--- config.mk ---
export PLATFORM = sky130hd
export DESIGN_NAME = rpn_div
export DESIGN_NICKNAME = d
export VERILOG_FILES = /design/src/rtl/core/rpn_pkg.sv /design/src/rtl/core/rpn_div.sv
export VERILOG_INCLUDE_DIRS = /design/src /design/src/rtl/core
export SDC_FILE = /design/constraint.sdc
export NUM_CORES = 1
export LEC_CHECK = 0
export ABC_AREA = 1
export ABC_CLOCK_PERIOD_IN_PS = 4500
export BUFFER_PORTS_ARGS = -buffer_cell sky130_fd_sc_hd__clkbuf_2
export CAP_MARGIN = 0
export CELL_PAD_IN_SITES_DETAIL_PLACEMENT = 0
export CELL_PAD_IN_SITES_GLOBAL_PLACEMENT = 1
export CORE_ASPECT_RATIO = 0.6
export CORE_MARGIN = 4
export CORE_UTILIZATION = 47
export CTS_BUF_LIST = sky130_fd_sc_hd__clkbuf_8
export DETAILED_ROUTE_END_ITERATION = 10
export PLACE_DENSITY = 0.95
export RECOVER_POWER = 50
export REMOVE_ABC_BUFFERS = 1
export SETUP_SLACK_MARGIN = 0.15
export SLEW_MARGIN = 25
export SYNTH_ARGS = -nofsm -noshare
export SYNTH_HDL_FRONTEND = slang
export SYNTH_SLANG_ARGS = --single-unit
--- constraint.sdc ---
create_clock -name clock -period 4.5 [get_ports clock]
set_clock_uncertainty 0.15 [all_clocks]
set_input_delay 0.675 -clock clock [delete_from_list [all_inputs] [get_ports clock]]
set_output_delay 0.675 -clock clock [all_outputs]
set_load 0.02 [all_outputs]
--- src/rtl/core/rpn_stack_calculator_assert.svh ---
// assertion macros for the rpn stack calculator
// depends on nothing; included by modules that assert
`ifndef RPN_STACK_CALCULATOR_ASSERT_SVH
`define RPN_STACK_CALCULATOR_ASSERT_SVH

// implication checked every clock, quiet during reset
`define RPN_ASSERT_IMP(label, clk, rst, pre, post) \
   label: assert property (@(posedge clk) disable iff (rst) (pre) |-> (post)) \
      else $error("assertion failed");

// implication checked on the clock after the antecedent
`define RPN_ASSERT_NEXT(label, clk, rst, pre, post) \
   label: assert property (@(posedge clk) disable iff (rst) (pre) |=> (post)) \
      else $error("assertion failed");

`endif

--- src/rtl/core/rpn_pkg.sv ---
// types and constants for the rpn stack calculator
// depends on nothing
`default_nettype none
package rpn_pkg;
   localparam int unsigned QW = 32;

   typedef enum logic [3:0] {
      CMD_PUSH = 4'd0, CMD_ADD = 4'd1, CMD_SUB = 4'd2, CMD_MUL = 4'd3,
      CMD_DIV = 4'd4, CMD_MOD = 4'd5, CMD_POP = 4'd6, CMD_PEEK = 4'd7,
      CMD_DUP = 4'd8, CMD_SWAP = 4'd9, CMD_CLEAR = 4'd10
   } cmd_type;

   typedef enum logic [2:0] {
      ST_OK = 3'd0, ST_EMPTY = 3'd1, ST_FULL = 3'd2, ST_ZERO_DIV = 3'd3,
      ST_SHORT = 3'd4
   } status_type;

   typedef enum logic [3:0] {
      S_IDLE, S_RD_B, S_WAIT_B, S_RD_A, S_WAIT_A, S_EXEC, S_MUL2,
      S_DIV, S_WRITE, S_SWAP2, S_DONE
   } state_type;

   // divider control
   typedef struct packed {
      logic start;
      logic is_mod;
   } div_ctl_type;

   typedef struct packed {
      logic busy;
      logic done;
   } div_stat_type;

   localparam logic signed [63:0] Q_MAX = 64'sd2147483647;
   localparam logic signed [63:0] Q_MIN = -64'sd2147483648;

   function automatic logic [QW-1:0] clamp_q(input logic signed [63:0] v);
      logic [QW-1:0] r;
      if (v > Q_MAX) r = 32'h7fff_ffff;
      else if (v < Q_MIN) r = 32'h8000_0000;
      else r = v[QW-1:0];
      return r;
   endfunction
endpackage
`default_nettype wire

--- src/rtl/core/rpn_div.sv ---
// iterative signed divider, one quotient bit per cycle
// depends on rpn_pkg; gives saturated q16.16 quotient or integer remainder
`default_nettype none
`include "rpn_stack_calculator_assert.svh"
module rpn_div (
   input  wire logic                clock,
   input  wire logic                reset,
   input  wire rpn_pkg::div_ctl_type ctl,
   input  wire logic signed [63:0]  dividend,
   input  wire logic signed [31:0]  divisor,
   output rpn_pkg::div_stat_type    stat,
   output logic [31:0]              result
);
   logic [63:0] rem_ff, rem_in, quo_ff, quo_in, den_ff, den_in;
   logic [6:0]  cnt_ff, cnt_in;
   logic        busy_ff, busy_in, done_ff, done_in, negq_ff, negq_in;
   logic        negr_ff, negr_in, mod_ff, mod_in;
   logic [64:0] trial;
   logic [63:0] shifted;
   logic signed [64:0] sq;
   logic [63:0] mag_n;

   assign mag_n   = dividend[63] ? (~dividend + 64'd1) : dividend;
   assign shifted = {rem_ff[62:0], quo_ff[63]};
   assign trial   = {1'b0, shifted} - {1'b0, den_ff};

   always_comb begin
      rem_in = rem_ff; quo_in = quo_ff; den_in = den_ff; cnt_in = cnt_ff;
      busy_in = busy_ff; done_in = 1'b0; negq_in = negq_ff; negr_in = negr_ff;
      mod_in = mod_ff;
      if (ctl.start) begin
         rem_in  = '0;
         quo_in  = mag_n;
         den_in  = {32'd0, divisor[31] ? (~divisor + 32'd1) : divisor};
         negq_in = dividend[63] ^ divisor[31];
         negr_in = dividend[63];
         mod_in  = ctl.is_mod;
         cnt_in  = 7'd64;
         busy_in = 1'b1;
      end else if (busy_ff) begin
         if (!trial[64]) begin
            rem_in = trial[63:0];
            quo_in = {quo_ff[62:0], 1'b1};
         end else begin
            rem_in = shifted;
            quo_in = {quo_ff[62:0], 1'b0};
         end
         cnt_in = cnt_ff - 7'd1;
         if (cnt_ff == 7'd1) begin
            busy_in = 1'b0;
            done_in = 1'b1;
         end
      end
   end

   always_ff @(posedge clock) begin
      if (reset) begin
         busy_ff <= 1'b0; done_ff <= 1'b0;
      end else begin
         busy_ff <= busy_in; done_ff <= done_in;
      end
      rem_ff <= rem_in; quo_ff <= quo_in; den_ff <= den_in; cnt_ff <= cnt_in;
      negq_ff <= negq_in; negr_ff <= negr_in; mod_ff <= mod_in;
   end

   always_comb begin
      sq = negq_ff ? -$signed({1'b0, quo_ff}) : $signed({1'b0, quo_ff});
      if (mod_ff)
         result = negr_ff ? (~rem_ff[31:0] + 32'd1) : rem_ff[31:0];
      else if (!negq_ff && quo_ff[63:31] != 33'd0)
         result = 32'h7fff_ffff;
      else if (negq_ff && quo_ff > 64'h8000_0000)
         result = 32'h8000_0000;
      else
         result = sq[31:0];
   end

   assign stat.busy = busy_ff;
   assign stat.done = done_ff;

   `RPN_ASSERT_NEXT(a_div_start_busy, clock, reset, ctl.start, busy_ff)
   `RPN_ASSERT_IMP(a_div_done_idle, clock, reset, done_ff, !busy_ff)
   `RPN_ASSERT_IMP(a_div_cnt_live, clock, reset, busy_ff, cnt_ff != 7'd0)
endmodule
`default_nettype wire

* After elaboration in Yosys (flattened, before gate mapping) *
Cells that the tools add are included.

word-level totals
  word-level logic and storage cells = 44
  register bits after elaboration = 171
  bits of input ports = 100
  output and inout port bits = 34

operators by class
  add/subtract/negate cells = 6
  reduce and logical (&&, ||, !) cells = 6
  order comparisons = 1
  multiplexer cells = 15
  equality and inequality tests = 1
  bitwise gates (word level) = 5

operator list
  kind                                                  number
  2-to-1 mux 64 bit                                     3
  2-to-1 mux 32 bit                                     5
  subtractor 64 x 32 -> 65 bit                          1
  adder 32 x 1 -> 32 bit, second input constant         2
  adder 64 x 1 -> 64 bit, second input constant         1
  > comparator 64 x 32 -> 1 bit, second input constant  1
  inverter 32 bit                                       2
  inverter 64 bit                                       1
  2-to-1 mux 63 bit                                     1
  nonzero test 33 bit                                   1
  negation 32 bit                                       1
  2-to-1 mux 31 bit                                     1
  equality test 7 x 1 -> 1 bit, second input constant   1
  subtractor 7 x 1 -> 7 bit, second input constant      1
  2-to-1 mux 1 bit                                      5
  OR reduction 3 bit                                    1
  logical AND 1 bit                                     2
  nonzero test 2 bit                                    1
  zero test 1 bit                                       1
  inverter 1 bit                                        1
  bitwise XOR 1 bit                                     1

* Logic depth before layout (Yosys ltp) *
  depth after elaboration = 5
  gate-level depth with buffers = 18
  gate-level depth less buffers = 16

* Least setup slack after synthesis *
Ideal clock, no wire load.

  path kind = flip-flop to output port
  start point = register quo_ff[3]
  end point = output port result[25]
  setup slack = 1.756 ns
  stages on the path, launching flop included = 11
  buffers on the path = 0
  arrival = 1.919 ns
  data required time = 3.675 ns
  cell sequence = edfxtp_1 -> nor2_1 -> inv_1 -> nor2_1 -> nand2_1 -> or2_2 -> nand2_1 -> nand3_1 -> nand2_1 -> nor2_1 -> o21ai_0

on the way
  longest elaborated chain between the ends = 5
  elaborated cells between the ends (all ways) = 7
  those cells by class = 1 x add/sub; 1 x order compare; 4 x mux; 1 x reduce/logical

RTL lines
  what                                                              line                          RTL
  start, declared                                                   rpn_div.sv:14                 logic [63:0] rem_ff, rem_in, quo_ff, quo_in, den_ff, den_in;
  start signal, assigned                                            rpn_div.sv:62                 rem_ff <= rem_in; quo_ff <= quo_in; den_ff <= den_in; cnt_ff <= cnt_in;
  > comparator 64 x 32 -> 1 bit or negation 32 bit (tied branches)  rpn_div.sv:72, rpn_div.sv:67
  logical AND 1 bit or 2-to-1 mux 32 bit (tied branches)            rpn_div.sv:72, rpn_div.sv:67
  2-to-1 mux 32 bit *                                               rpn_div.sv:72                 else if (negq_ff && quo_ff > 64'h8000_0000)
  2-to-1 mux 32 bit *                                               rpn_div.sv:70                 else if (!negq_ff && quo_ff[63:31] != 33'd0)
  2-to-1 mux 32 bit *                                               rpn_div.sv:68                 if (mod_ff)
  end, declared                                                     rpn_div.sv:12                 output logic [31:0] result

Every way passes the cells marked *; elsewhere a longest branch is shown, timed or not.

* Final worst setup path *
  start point = register rem_ff[0]
  end point = output port result[26]

on the way
  longest elaborated chain between the ends = 4

RTL lines
  what                    line           RTL
  start, declared         rpn_div.sv:14
  start signal, assigned  rpn_div.sv:62
  inverter 32 bit         rpn_div.sv:69  result = negr_ff ? (~rem_ff[31:0] + 32'd1) : rem_ff[31:0];
  adder 32 x 1 -> 32 bit  rpn_div.sv:69
  2-to-1 mux 32 bit       rpn_div.sv:69
  2-to-1 mux 32 bit       rpn_div.sv:68

Every way passes these cells.

==> results_dict.tcl <==
set metrics [dict create \
    report.final.slew_viol_count 178 \
    syn_avg_cell_area_um2 6.11 \
    pwr_density_cell_nw_per_um2 690 \
    clockRootBuffer "clkbuf_8" \
    h-tree-depth 4 \
    cts_tree "built" \
    grt.overflow.total 0 \
    layout_common_cells "nand2_1 (771), inv_1 (366), nor2_1 (334), nand3_1 (201), o21ai_0 (140)" \
    dp_hpwl_um 51900 \
    hp-class "in2reg" \
    remaining_drc_errors 0 \
    setup_violations 0 \
    yosys_warnings 0 \
    gp_congestion 1.07 \
    cp-end-kind "output port" \
    p_leak_nw 8.35 \
    ys_seq_area_share_pct 28.2 \
    crit_type "reg2out" \
    drt_iter0_drc 2162 \
    n_antenna_cell 0 \
    ant_nets 0 \
    worstPathArrival_ns 3.26 \
    wl_um 62800 \
    placementRows 51 \
    rsz0062_at_grt "false" \
    grt_usage_pct 33.9 \
    vdd.ir_drop.worst_mv 0.398 \
    die_area_um2 36300 \
    tns_ns 0 \
    first_global_vias 15400 \
    crit_path_start_kind "register" \
    fin_nets 2804 \
    status "finished, violations left" \
    hold_viol 0 \
    drive_gt1_share_pct 8.51 \
    core_um2 32600 \
    postSynthCellCount 2559 \
    final_util_pct 52.3 \
    path_max_fanout 5 \
    numCtsBuffers 17 \
    fmaxAchievable_ghz 0.245 \
    grt_first_pass_wirelength_um 92900 \
    initial_core_util_pct 47.9 \
    cts-resized-gates 0 \
    grt_max_degree 86 \
    ys_ff_latch 171 \
    drt-pass1-iter-count 7 \
    violations "max-capacitance violations, max-slew violations" \
    syn_to_final_growth_pct 9.07 \
    r2r_slack_ns 0.94 \
    antenna_found_initial 0 \
    ctsHoldBuffers 0 \
    wl_per_cell_um 20.1 \
    cp.required_ns 3.67 \
    vias 17600 \
    chipWidth_um 243 \
    synth_area_um2 15600 \
    drv_cap 3 \
    viasPerCell 5.62 \
    worstMarginPinSlew_ns 2.39 \
    fin_crit_sh_pct 90.7 \
    clk_path_buf_depth 2 \
    ios 134 \
    relSlewSlack_pct -59.5 \
    clock-sinks 171 \
    final_common_cell "nand2_1" \
    synth_cell_types 50 \
    die_height_um 149 \
    portBuffers 133 \
    period_needed_ns 4.08 \
    cts_setup_buffers 0 \
    clkTransAtPathRegs_ns 0.10 \
    clock_latency_ns 0.53 \
]
-- synth_stat cells, drive strengths merged --
master   number  share of area, %
a21oi        93               3.2
a2bb2oi       1             0.056
a31oi        15              0.60
and2          4              0.16
buf          22               1.0
clkbuf       43               1.0
clkinv        1             0.024
dfxtp        72               9.2
edfxtp       99                19
fa            1              0.13
ha           38               3.0
inv         372               8.9
nand2       782                19
nand3       203               6.6
nand3b        8              0.38
nand4        70               2.8
nor2        348               8.6
nor2b         2             0.080
nor3         49               1.6
nor3b         2             0.096
nor4          7              0.28
nor4b         1             0.056
o211ai       13              0.78
o21ai       168               5.4
o21bai        5              0.24
o221ai        1             0.056
o22ai         3              0.12
o31ai         3              0.14
o32ai         1             0.056
o41ai         2              0.11
or2           9              0.36
xnor2        31               1.7
xor2         90               5.0
-- cell type report --
cell class                      count  area, µm²
Tap cell                          450        563
Timing Repair Buffer              152        786
Sequential cell                   171       4410
Inverter                          373       1410
Clock inverter                     15        150
Multi-Input combinational cell   1950       9500
Clock buffer                       17        234
Fill cell                        3479      15600
-- per-stage QoR --
stage          instance area, µm²  total power (W)  instances  hold slack, ns  setup slack (ns)
4_1_cts                     17100           0.0113       3128           0.164             0.420
2_1_floorplan               15300          0.00751       2494           0.277             0.196
3_5_place_dp                16700           0.0101       3096           0.303              1.00
3_3_place_gp                16700           0.0101       3096           0.296              1.12
6_report                    17100           0.0118       3128           0.204             0.417
5_1_grt                     17100           0.0125       3128           0.160             0.230
-- kinds of logic (layout without fill, tap and decap cells) --
group / Yosys count / in the layout / synth area share [%]
AOI/OAI and AO/OA: 305 / 305 / 10.8
xor gates and xnor gates: 121 / 121 / 6.78
adders and majority gates: 39 / 39 / 3.17
buffers and inverters: 438 / 557 / 11.0
DFF: 171 / 171 / 28.2
and+or+nand+nor: 1485 / 1485 / 40.1
-- layer usage --
metal,share of wire [%],global-route usage (%),up-vias
met5,0,0,-
li1,-,-,8440
met3,17,16.3,54
met1,49,54.2,8063
met4,1.1,5.16,0
met2,33,39.7,1011
-- critical path, stage by stage (launching register included) --
cell and delay [ns]:
dfxtp_1 0.34, inv_1 0.20, ha_1 0.20, nand3_1 0.26, nor2_1 0.39, nand2_1 0.16, o21ai_1 0.31, nand2_1 0.14
a21oi_1 0.24, nand2_1 0.09, nand2_1 0.07, nand3_1 0.07, nand2_1 0.10, clkbuf_2 0.17
-- state kept, by name (all words and copies together), names as in the netlist, 7 cells and up --
register / cells
rem_ff: 63
quo_ff: 64
cnt_ff: 7
den_ff: 32
-- path summary, 6_finish.rpt --
| kind | from | cells after the start | to |
|---|---|---|---|
| max | rem_ff[0] | 13 | result[26] |
| min | ctl[0] | 1 | mod_ff |
| max reg2reg | rem_ff[20] | 13 | rem_ff[29] |
| min reg2reg | rem_ff[62] | 2 | rem_ff[62] |
-- report_power, final --
| group | internal (W) | leakage, nW | switching (W) |
|---|---|---|---|
| Sequential | 0.00207 | 1.58 | 0.000590 |
| Clock | 0.000494 | 0.199 | 0.000682 |
| Combinational | 0.00220 | 6.57 | 0.00573 |
Power figures use the tool's default switching activity.
